<file path="src/sv/obc_mul.sv">
module obc_mul (
   input  logic        clock,
   input  logic        en,
   input  logic [31:0] op_a,
   input  logic [31:0] op_b,
   output logic [63:0] prod
);

   logic [63:0] prod_ff;

   // Registered 32x32 unsigned product, held until the next issue
   always_ff @(posedge clock) begin
      if (en) begin
         prod_ff <= 64'(op_a) * 64'(op_b);
      end
   end

   assign prod = prod_ff;

endmodule
</file>
<file path="config.mk">
export PLATFORM = sky130hd
export DESIGN_NAME = obc_mul
export DESIGN_NICKNAME = d
export VERILOG_FILES = /design/src/sv/obc_mul.sv
export SDC_FILE = /design/constraint.sdc
export NUM_CORES = 2
export LEC_CHECK = 0
export ABC_AREA = 1
export BUFFER_PORTS_ARGS = -buffer_cell sky130_fd_sc_hd__buf_2
export CORE_ASPECT_RATIO = 0.9
export CORE_MARGIN = 2
export CORE_UTILIZATION = 39
export DETAILED_ROUTE_END_ITERATION = 7
export HOLD_SLACK_MARGIN = 0.02
export MAX_ROUTING_LAYER = met4
export PLACE_DENSITY_LB_ADDON = 0.12
export SETUP_SLACK_MARGIN = 0.02
export SYNTH_ARGS = -nofsm -noshare
export SYNTH_HDL_FRONTEND = slang
export SYNTH_SLANG_ARGS = --single-unit
</file>
<file path="constraint.sdc">
create_clock -name clock -period 9.1 [get_ports clock]
set_clock_uncertainty 0.1 [all_clocks]
set_input_delay 1.82 -clock clock [delete_from_list [all_inputs] [get_ports clock]]
set_output_delay 1.82 -clock clock [all_outputs]
set_load 0.01 [all_outputs]
</file>
# Word-level counts from Yosys, hierarchy flattened
# Cells that the tools add are included.
[word_totals]
register_bits = 64
output_inout_bits = 64
[op_classes]
n_mul = 1
[op_table]
columns = ["op", "n"]
rows = [
  ["multiplier 32 x 32 -> 64 bit", 1],
]

# Longest topological paths before layout
[logic_depth]
depth_word = 1
ltp_mapped = 30
depth_no_buf = 29

# Worst setup path after synthesis
# Ideal clock, no wire load.
[synth_timing]
path_type = "input -> register"
startpoint = "in op_a[25]"
endpoint = "reg prod_ff[60] (netlist: prod[60]) (data pin)"
setup_time_ns = 0.252
t_arrival_ns = 7.522
required_ns = 8.748
path_slack_ns = 1.225
path_stages = 26
path_buffers = 1
cell_sequence = "clkbuf_1 > nand2_1 > fa_1 > inv_1 > fa_1 > inv_1 > fa_1 > inv_1 > fa_1 > fa_1 > fa_1 > fa_1 > inv_1 > fa_1 > inv_1 > ha_1 > nand2_1 > nand2_1 > a21oi_1 > nand2_1 > nand2_1 > nand2_1 > a21oi_1 > nand2_1 > nand2_1 > nand2_1"
[synth_via]
elab_chain_cells = 1
[synth_lines]
columns = ["element", "line_no", "source"]
rows = [
  ["from (decl)", "4", "input logic [31:0] op_a,"],
  ["multiplier 32 x 32 -> 64 bit", "14", "prod_ff <= 64'(op_a) * 64'(op_b);"],
  ["to (signal assigned)", "14", ""],
  ["to (decl)", "9", "logic [63:0] prod_ff;"],
]
# Every way passes these cells.
# A chain may end at the register's enable or synchronous reset.

# Worst setup path in the final report
[layout_timing]
startpoint = "in op_b[5]"
endpoint = "reg prod_ff[22] (netlist: prod[22]) (data pin)"
[layout_via]
elab_chain_cells = 1
[layout_lines]
columns = ["element", "line_no", "source"]
rows = [
  ["from (decl)", "5", "input logic [31:0] op_b,"],
  ["multiplier 32 x 32 -> 64 bit", "14", ""],
]
# Every way passes these cells.

==> impl_metrics.yaml <==
sta:
  worst_pin_slew_ns: 0.873
  fmax_mhz: 117
  maxSlewHeadroom: 0.418
  setup_slack_ns: 0.572
  period_minus_slack_ns: 8.53
  drv_slew: 0
  tns_ns: 0
  rsz0062_at_grt: "no"
  period_share: 0.937
  setup_viol: 0
  finalHoldViolations: 0
routing:
  drc: 0
  drt_iter0_drc: 1616
  routed_wirelength_mm: 111
  dr.pass1.iters: 7
  vias: 28916
  viasPerCell: 4.55
  drtAntennaViolNets: 0
  avgRoutedWirePerCell_um: 17.5
synth:
  yosysWarnings: 0
  synth_top_family_by_area: "adder cells"
  yosys.area_share.simple: 0.185
  async_flop_share: 0
  synth-compound-area-share: 0.00839
  synth_area_leader_cell: "fa_1"
  ys.flop_type: "edfxtp_1"
  synth_edf_count: 64
  ys_types: 23
  synth_most_common_cell: "inv_1"
  synthAdderAreaFrac: 0.558
  synth_cells: 5023
  synthTopCellsByArea: "fa_1 (47%), inv_1 (17%), nand2_1 (15%)"
  muxShareOfSynthArea: 0
  synth_top_area_share: 0.472
  syn_area_per_cell_um2: 7.57
  ys_ff_latch: 64
  syn_nets: 6248
  synth_common_cells: "inv_1 (1,723), nand2_1 (1,566), fa_1 (896)"
  synthXorXnorAreaFrac: 0.00806
  netlist_area_um2: 38000
  ys_seq_area_frac: 0.0505
flow_run:
  maxCapViolCount: 0
setup_path:
  endpoint_kind: "flop"
  path_class: "in -> reg"
  required_ns: 9.10
  crit_top_cell: "fa_1"
  slowest_stage: "fa_1"
  cp_slowest_stage_delay_ns: 0.57
  path_cells: "buf_2 -> buf_4 -> nand2_1 -> inv_1 -> fa_1 -> fa_1 -> fa_1 -> inv_1 -> fa_1 -> inv_1 -> fa_1 -> inv_1 -> fa_1 -> inv_1 -> fa_1 -> fa_1 -> ha_1 -> nand2_1 -> nor2_1 -> nand2_1 -> inv_1 -> nand4_1 -> nand3_1 -> xor2_1"
  path_max_fanout: 20
  worstSetupStartpointType: "input port"
  critPathArrivalTime_ns: 8.53
placement:
  dp_hpwl_mm: 96.4
  port_buffers: 129
  routabilityCongestion: 0.894
  pre_cts_slack_ns: 0.262
  place_area_um2: 40400
cells_and_area:
  seq_area_um2: 1920
  area_growth_pct: 7.21
  drive_above_1_share: 0.0631
  finalInstanceArea_um2: 40800
  multi_input_area_um2: 28900
  fill_cells: 10000
  final_nets: 6309
  largest_reg_flops: 64
grt:
  grt_max_degree: 65
  grtUsageTotal: 0.237
  grt_pass1_wl_mm: 178
  antenna_found_initial: 3
  globalRouteOverflowTotal: 0
  grt_pass1_vias: 30723
cts:
  ctsHoldBuffers: 0
  cts_setup_buffers: 0
  cts_tree: "yes"
  clk_transition_reported_paths_ns: 0.06
  clock_path_buffers: 2
  cts_resized: 0
  h-tree-depth: 3
  cts-root-buf: "clkbuf_16"
  cts.sinks: 64
  tritoncts.num_buffers: 9
floorplan:
  design.die.area_um2: 100000
  die_w_um: 333
  initial_core_util: 0.394
  ioPinCount: 130
  core_um2: 96600
  num_rows: 108
  dieHeight_um: 300
hold_path:
  hold_class: "in -> reg"
run_status:
  status: "finished, final reports clean"
==> placed cells by master, fill, tap and decap left out <==
cell / instances
a21oi_1: 43
buf_12: 3
buf_2: 129
buf_4: 110
bufinv_16: 3
clkbuf_16: 9
clkinv_1: 1
clkinv_4: 1
clkinvlp_4: 1
diode_2: 2
edfxtp_1: 64
fa_1: 896
ha_1: 263
inv_1: 1723
inv_2: 12
inv_6: 1
nand2_1: 1566
nand2_2: 15
nand3_1: 56
nand3_2: 9
nand4_1: 16
nor2_1: 81
nor2_2: 14
nor2_4: 6
nor3_1: 11
nor3_2: 6
nor3_4: 1
o21ai_0: 2
o21bai_1: 11
o21bai_2: 1
xnor2_1: 2
xor2_1: 33
==> critical path: cells and delay by family <==
kind,cells,cell delay [ns]
adders and majority gates,9,4.21
xor gates and xnor gates,1,0.36
buffers and inverters,8,1.21
and+or+nand+nor,6,0.89
==> area by class of cell <==
type,instances,share of cell area
Inverter,1735,0.160
Multi-Input combinational cell,3032,0.708
Antenna cell,2,0.000123
Timing Repair Buffer,242,0.0376
Clock inverter,7,0.00291
Tap cell,1265,0.0388
Sequential cell,64,0.0471
Clock buffer,9,0.00552
==> per-layer routing <==
| metal | up-vias | part of all wire | track usage |
|---|---|---|---|
| met2 | 550 | 0.48 | 0.393 |
| met5 | - | 0 | - |
| li1 | 13800 | - | - |
| met4 | 0 | 0.023 | 0.0470 |
| met3 | 120 | 0.034 | 0.0163 |
| met1 | 14446 | 0.46 | 0.323 |
==> through the flow <==
stage | utilization | hold WS, ns | cells
after floorplan | - | 1.83 | 5023
after global placement | 0.419 | 2.13 | 6338
after detailed placement | 0.419 | 2.13 | 6338
after CTS | 0.422 | 2.13 | 6354
after global routing | 0.422 | 2.16 | 6355
final | 0.422 | 2.12 | 6356
==> path summary, 6_finish.rpt <==
path / end / slack (ns) / cells after the start / start
setup / recovery: prod[22] / 0.57 / 24 / op_b[5]
hold / removal: prod[60] / 2.12 / 2 / en
==> kinds of logic (layout without fill, tap and decap cells) <==
kind of cell             Yosys count  after routing
adder cells (fa/ha/maj)         1159           1159
AND/OR/NAND/NOR                 1781           1781
AO/OA/AOI/OAI                     57             57
flip-flops                        64             64
XOR/XNOR                          35             35
other                              0              2
buffers and inverters           1927           1993
Power is not shown: default switching activity piles up to over one toggle a cycle in this logic, so the estimate is an artifact.
