File: config.mk
export PLATFORM = sky130hd
export DESIGN_NAME = obc_div
export DESIGN_NICKNAME = d
export VERILOG_FILES = /design/src/sv/obc_pkg.sv /design/src/sv/obc_div.sv
export SDC_FILE = /design/constraint.sdc
export NUM_CORES = 1
export LEC_CHECK = 0
export ABC_CLOCK_PERIOD_IN_PS = 10250
export BUFFER_PORTS_ARGS = -buffer_cell sky130_fd_sc_hd__buf_2
export CORE_MARGIN = 1.5
export CORE_UTILIZATION = 25
export CTS_CLUSTER_DIAMETER = 100
export CTS_CLUSTER_SIZE = 40
export DETAILED_ROUTE_END_ITERATION = 6
export SETUP_SLACK_MARGIN = 0.5
export SKIP_LAST_GASP = 1
export SLEW_MARGIN = 20
export SYNTH_ARGS = -nofsm -noshare
export SYNTH_HDL_FRONTEND = slang
export SYNTH_SLANG_ARGS = --single-unit
File: constraint.sdc
create_clock -name clock -period 10.25 [get_ports clock]
set_input_delay 1.025 -clock clock [delete_from_list [all_inputs] [get_ports clock]]
set_output_delay 1.025 -clock clock [all_outputs]
set_load 0.05 [all_outputs]
File: src/sv/obc_pkg.sv
package obc_pkg;

   // Quotient bits retired per divider cycle
   localparam int DIV_RADIX_BITS = 4;
   localparam int DIV_WIDTH      = 64;
   localparam int DSR_WIDTH      = 32;
   localparam int DIV_FULL_STEPS = DIV_WIDTH / DIV_RADIX_BITS;
   localparam int DIV_HALF_STEPS = DSR_WIDTH / DIV_RADIX_BITS;
   localparam int DIV_CNT_BITS   = $clog2(DIV_FULL_STEPS + 1);

   typedef struct packed {
      logic signed [31:0] x_sample;
      logic signed [31:0] y_sample;
      logic               start_req;
   } obc_req_type;

   typedef struct packed {
      logic signed [31:0] mean_x;
      logic signed [31:0] mean_y;
      logic [62:0]        var_x;
      logic [62:0]        var_y;
      logic signed [63:0] covariance;
      logic [31:0]        sample_count;
   } obc_rsp_type;

   // Command to the shared divider
   typedef struct packed {
      logic                    go;
      logic [DIV_WIDTH-1:0]    dividend;
      logic [DSR_WIDTH-1:0]    divisor;
      logic [DIV_CNT_BITS-1:0] steps;
   } obc_div_cmd_type;

   // Divider status and result
   typedef struct packed {
      logic                 done;
      logic [DIV_WIDTH-1:0] quot;
   } obc_div_rsp_type;

endpackage

File: src/sv/obc_div.sv
module obc_div (
   input  logic                     clock,
   input  logic                     reset,
   input  obc_pkg::obc_div_cmd_type div_cmd,
   output obc_pkg::obc_div_rsp_type div_rsp
);
   import obc_pkg::*;

   logic [DIV_WIDTH-1:0]    quo_ff;
   logic [DIV_WIDTH-1:0]    quo_in;
   logic [DSR_WIDTH-1:0]    rem_ff;
   logic [DSR_WIDTH-1:0]    rem_in;
   logic [DSR_WIDTH-1:0]    dsr_ff;
   logic [DIV_CNT_BITS-1:0] cnt_ff;
   logic                    done_ff;

   // Restoring division, several quotient bits per cycle
   always_comb begin
      logic [DSR_WIDTH:0] trial;
      quo_in = quo_ff;
      rem_in = rem_ff;
      for (int i = 0; i < DIV_RADIX_BITS; i++) begin
         trial  = {rem_in, quo_in[DIV_WIDTH-1]};
         quo_in = {quo_in[DIV_WIDTH-2:0], 1'b0};
         if (trial >= {1'b0, dsr_ff}) begin
            rem_in    = DSR_WIDTH'(trial - {1'b0, dsr_ff});
            quo_in[0] = 1'b1;
         end else begin
            rem_in = trial[DSR_WIDTH-1:0];
         end
      end
   end

   // Iteration control
   always_ff @(posedge clock) begin
      if (reset) begin
         cnt_ff  <= '0;
         done_ff <= 1'b0;
      end else if (div_cmd.go) begin
         cnt_ff  <= div_cmd.steps;
         done_ff <= 1'b0;
      end else if (cnt_ff != '0) begin
         cnt_ff <= cnt_ff - 1'b1;
         if (cnt_ff == DIV_CNT_BITS'(1)) begin
            done_ff <= 1'b1;
         end
      end
   end

   // Working registers
   always_ff @(posedge clock) begin
      if (div_cmd.go) begin
         quo_ff <= div_cmd.dividend;
         rem_ff <= '0;
         dsr_ff <= div_cmd.divisor;
      end else if (cnt_ff != '0) begin
         quo_ff <= quo_in;
         rem_ff <= rem_in;
      end
   end

   assign div_rsp.done = done_ff;
   assign div_rsp.quot = quo_ff;

endmodule

Word level (Yosys, flattened, before mapping)
Index checks and enable logic that the tools add are counted.
Word-level totals
  register bits after elaboration: 134
  bits in latches: 0
  RAM bits: 0
  memory bits (read-only): 0
  input port bits: 104
  output and inout port bits: 65
  word-level logic and storage cells: 31
  memories: 0
Operators by class
  add/sub/neg operators: 5
  multiply operators: 0
  divide/modulo/power cells: 0
  $lt $le $gt $ge: 4
  eq/ne operators: 1
  shift operators: 0
  multiplexer cells: 12
  bitwise logic cells: 0
  reductions and logical operators: 4
Operator list (count)
  $ge A33 B32 Y1: 4
  $mux W32: 4
  $mux W64: 2
  $sub A32 B32 Y32: 4
  $mux W5: 2
  $eq A5 B1 Y1 const B: 1
  $reduce_bool A5 Y1: 1
  $sub A5 B1 Y5 const B: 1
  $mux W1: 4
  $reduce_and A2 Y1: 1
  $reduce_bool A2 Y1: 1
  $reduce_or A2 Y1: 1

Logic depth before layout (Yosys ltp)
  depth in word-level cells: 10
  gate-level depth with buffers: 59
  depth with buffers taken out: 50

Worst setup path after synthesis
No wires, ideal clock.
  kind: reg2reg
  start point: register dsr_ff[1]
  end point: register rem_ff[27]
  arrival time: 11.051 ns
  setup slack: -0.938 ns
  cell stages (with the launch flop): 59
  path through: edfxtp_1 inv_1 ha_1 nor2b_1 o21bai_1 a2111oi_2 nor4_2 o21ai_2 a31oi_1 buf_6 clkbuf_1 clkbuf_1 nor2_1 a21oi_1 inv_1 ha_1 nand2_1 o21ai_1 (+23 left out) nand2_1 o21ai_0 ha_1 nor2b_1 o31a_1 o31ai_1 a21oi_1 nor2_1 o21ai_0 a31o_2 a31oi_1 o211ai_1 a21o_1 a211oi_2 buf_4 buf_6 mux2i_1 a211oi_1
On the way
  word-level cells in the longest chain between the ends: 8
  elaborated cells on any way between the ends: 12
  those cells by class: add/sub: 4; order compare: 4; mux: 4
Ends and longest elaborated chain
  from (decl): RTL line obc_div.sv:13  | logic [DSR_WIDTH-1:0] dsr_ff;
  from (signal assigned): RTL line obc_div.sv:55  | dsr_ff <= div_cmd.divisor;
  $sub A32 B32 Y32 or $ge A33 B32 Y1 (tied branches): RTL line obc_div.sv:26, obc_div.sv:25
  $mux W32: RTL line obc_div.sv:25  | if (trial >= {1'b0, dsr_ff}) begin
  $sub A32 B32 Y32 or $ge A33 B32 Y1 (tied branches): RTL line obc_div.sv:26, obc_div.sv:25
  $mux W32: RTL line obc_div.sv:25
  $sub A32 B32 Y32 or $ge A33 B32 Y1 (tied branches): RTL line obc_div.sv:26, obc_div.sv:25
  $mux W32: RTL line obc_div.sv:25
  $sub A32 B32 Y32 or $ge A33 B32 Y1 (tied branches): RTL line obc_div.sv:26, obc_div.sv:25
  $mux W32 (*): RTL line obc_div.sv:25
  to (signal assigned): RTL line obc_div.sv:58  | rem_ff <= rem_in;
  to (decl): RTL line obc_div.sv:11  | logic [DSR_WIDTH-1:0] rem_ff;
Mark *: on every way between the ends. The rest lies on a longest branch, timed or not.
A chain may end at the register's enable or synchronous reset.

Worst setup path after layout
  start point: register dsr_ff[24]
  end point: register rem_ff[17]
On the way
  word-level cells in the longest chain between the ends: 8
  elaborated cells on any way between the ends: 12
  those cells by class: add/sub: 4; order compare: 4; mux: 4
Ends and longest elaborated chain (RTL line)
  $sub A32 B32 Y32 or $ge A33 B32 Y1 (tied branches): obc_div.sv:26, obc_div.sv:25
  $mux W32: obc_div.sv:25
  $sub A32 B32 Y32 or $ge A33 B32 Y1 (tied branches): obc_div.sv:26, obc_div.sv:25
  $mux W32: obc_div.sv:25
  $ge A33 B32 Y1 or $sub A32 B32 Y32 (tied branches): obc_div.sv:25, obc_div.sv:26
  $mux W32: obc_div.sv:25
  $sub A32 B32 Y32 or $ge A33 B32 Y1 (tied branches): obc_div.sv:26, obc_div.sv:25
  $mux W32 (*): obc_div.sv:25
Marks and branches as above.

==> flow_metrics.py <==
metrics = {
    "sta": {
        "setup-violations-final": 0,
        "slew_headroom": 0.3002,
        "final_hold_viol_count": 0,
        "worst_pin_slew_ns": 1.050,
        "clock_skew_ns": 0.01274,
        "clock.fmax_mhz": 98.85,
        "maxSlewViolCount": 0,
        "post-route-period-util": 0.9870,
        "fin_crit_ns": 10.12,
        "rsz0062_at_grt": "true",
        "setup_ws_ns": 0.1333,
    },
    "logic_synthesis": {
        "synth-main-ff-cell": "edfxtp_1",
        "synthCells": 1434,
        "syn_nets": 1673,
        "syn-cell-area_sq_um": 12880,
        "ys_seq_area_frac": 0.2828,
        "synth_area_leader_cell": "edfxtp_1",
        "synthTopCellsByArea": "edfxtp_1 22%, ha_1 13%, mux2_2 10%",
        "synth_edf_count": 96,
        "yosys_warnings": 0,
        "synth.top_cell.area_share": 0.2238,
        "synth.most_common_cell": "ha_1",
        "synth-seq-cells": 134,
        "syn_avg_cell_area_sq_um": 8.984,
        "synth_top_cells_by_count": "131 x ha_1, 115 x mux2_2, 113 x nor2_1, 109 x a21oi_1, 96 x edfxtp_1",
        "synth_cell_types": 73,
        "synth_async_sr_flop_share": 0,
    },
    "layout": {
        "syn2layout_area_growth_pct": 58.19,
        "drive_above_1_share": 0.4911,
        "fillers": 5019,
        "final_nets": 2303,
        "antennaDiodeCount": 0,
    },
    "worst_setup_path": {
        "slowest_stage": "a21boi_0",
        "start_kind": "flip-flop",
        "critPathArrivalTime_ns": 10.44,
        "cp-end-kind": "flip-flop",
        "path_buf_inv": 9,
        "cp_slowest_stage_delay_ns": 0.45,
        "worstPathMaxFanout": 8,
        "rrSetupSlack_ns": 0.13,
        "crit_cells": 50,
        "rr_startpoint": "dsr_ff[24]$_DFFE_PP_",
        "worstReg2RegEnd": "rem_ff[17]$_SDFFE_PP0P_",
        "cp_common_cell": "a21o_1",
        "worstPathRequired_ns": 10.57,
        "crit_family": "compound AO/OA/AOI/OAI gates",
        "crit_path_end": "rem_ff[17]$_SDFFE_PP0P_",
        "r2r_cells": 50,
        "cp-startpoint": "dsr_ff[24]$_DFFE_PP_",
        "worstSetupPathType": "flip-flop to flip-flop",
    },
    "detailed_routing": {
        "drt-initial-drc-count": 978,
        "ant_nets": 0,
        "drc": 0,
        "wirelength_um": 51830,
        "via_per_inst": 5.025,
        "wl_per_cell_um": 18.80,
        "vias": 13850,
        "drt_pre_antenna_iters": 5,
    },
    "place": {
        "dp_hpwl_um": 40560,
        "port-buffer-count": 168,
        "globalplace.congestion": 0.9551,
        "place_ws_ns": -0.6258,
    },
    "die": {
        "fp.dieH_um": 230,
        "die-area_sq_um": 52900,
        "die_w_um": 230,
        "start_util": 0.2521,
        "coreArea_sq_um": 51090,
        "rows": 83,
        "pin_count": 169,
    },
    "global_route": {
        "grt_pass1_vias": 14340,
        "grt-ovfl-total": 0,
        "antenna_found_initial": 1,
        "grt_pass1_wl_um": 79370,
        "grt_max_degree": 72,
        "track_usage": 0.1929,
    },
    "flow_run": {
        "drv_cap": 0,
    },
    "cts": {
        "cts_tree": "done",
        "h-tree-depth": 4,
        "clk-insertion-delay-late_ns": 0.46,
        "cts_root_buf": "clkbuf_16",
        "clkTransAtPathRegs_ns": 0.07,
        "cts_buffers": 17,
        "cts_sinks": 134,
        "clk_path_buf_depth": 2,
        "ctsHoldBuffers": 0,
    },
    "status": {
        "status": "complete, no violations",
    },
    "hold_path": {
        "holdCritPathClass": "flip-flop to flip-flop",
    },
}
[how the worst min path moves through the flow]
stage                                        from                       to  slack [ns]  cells past startpoint
final                     rem_ff[31]$_SDFFE_PP0P_  rem_ff[31]$_SDFFE_PP0P_        0.51                      2
after global routing      rem_ff[31]$_SDFFE_PP0P_  rem_ff[31]$_SDFFE_PP0P_        0.52                      2
after CTS                 rem_ff[31]$_SDFFE_PP0P_  rem_ff[31]$_SDFFE_PP0P_        0.51                      2
after detailed placement  rem_ff[31]$_SDFFE_PP0P_  rem_ff[31]$_SDFFE_PP0P_        0.50                      2
after global placement    rem_ff[31]$_SDFFE_PP0P_  rem_ff[31]$_SDFFE_PP0P_        0.49                      2
after floorplan           rem_ff[31]$_SDFFE_PP0P_  rem_ff[31]$_SDFFE_PP0P_        0.48                      2
[kinds of logic (layout without fill, tap and decap cells)]
family / Yosys count / after routing / synth area share
AOI/OAI and AO/OA: 409 / 409 / 0.2078
muxes: 142 / 142 / 0.1219
DFF: 134 / 134 / 0.2828
adders and majority gates: 135 / 135 / 0.1334
xor gates and xnor gates: 102 / 102 / 0.06935
buffers and inverters: 125 / 768 / 0.04050
and+or+nand+nor: 387 / 387 / 0.1441
[state kept, by name, summed over array words and instances, names as in the netlist]
name     cells
rem_ff      32
dsr_ff      32
done_ff      1
quo_ff      64
cnt_ff       5
[per-stage QoR]
step / cells / instance area, sq um / util / hold WS, ns / TNS, ns
finish: 2757 / 20380 / 0.3988 / 0.5083 / 0
global route: 2757 / 20380 / 0.3988 / 0.5182 / -6.224
CTS: 2743 / 19760 / 0.3867 / 0.5056 / 0
detailed placement: 2668 / 17850 / 0.3493 / 0.4965 / -14.04
global placement: 2668 / 17850 / 0.3493 / 0.4918 / -11.38
floorplan: 1434 / 13090 / - / 0.4785 / 0
[timing repair]
action,CTS,global route
setup buffers,40,14
pin swaps,71,61
cloned,3,0
endpoints found under the setup margin,33,33
resized for setup,194,98
[layer usage]
layer  up-vias  wire length [um]  track usage
met4         2              1234      0.06291
met2       491             24330       0.3201
met3        68              3251      0.03571
met5         -                10            0
li1       6640                 -            -
met1      6652             23000       0.2511
[layout by cell type (no fill, tap or decap), types with 43 or more instances in the layout]
master,count
o21ai_0,45
buf_4,460
nor2_1,105
mux2_2,102
xnor2_1,65
buf_2,167
inv_1,65
ha_1,82
a21o_1,50
nand2_1,85
edfxtp_1,96
ha_4,43
a21oi_1,83
[final cells by class]
cell class                 instances  area, sq um  share of cell area
multi-input combinational       1175        10230              0.5019
timing repair buffer             663         4836              0.2373
sequential                       134         3645              0.1789
clock buffer                      20        446.7             0.02192
clock inverter                    12        96.34            0.004728
inverter                          73        276.5             0.01357
tap                              680        850.8             0.04175
[worst min-delay path, stage by stage, from the launching register on]
cell and delay, ns:
dfxtp_1 0.31, nor2_1 0.10, a211oi_1 0.05
Power is not shown: default switching activity piles up to over one toggle a cycle in this logic, so the estimate is an artifact.
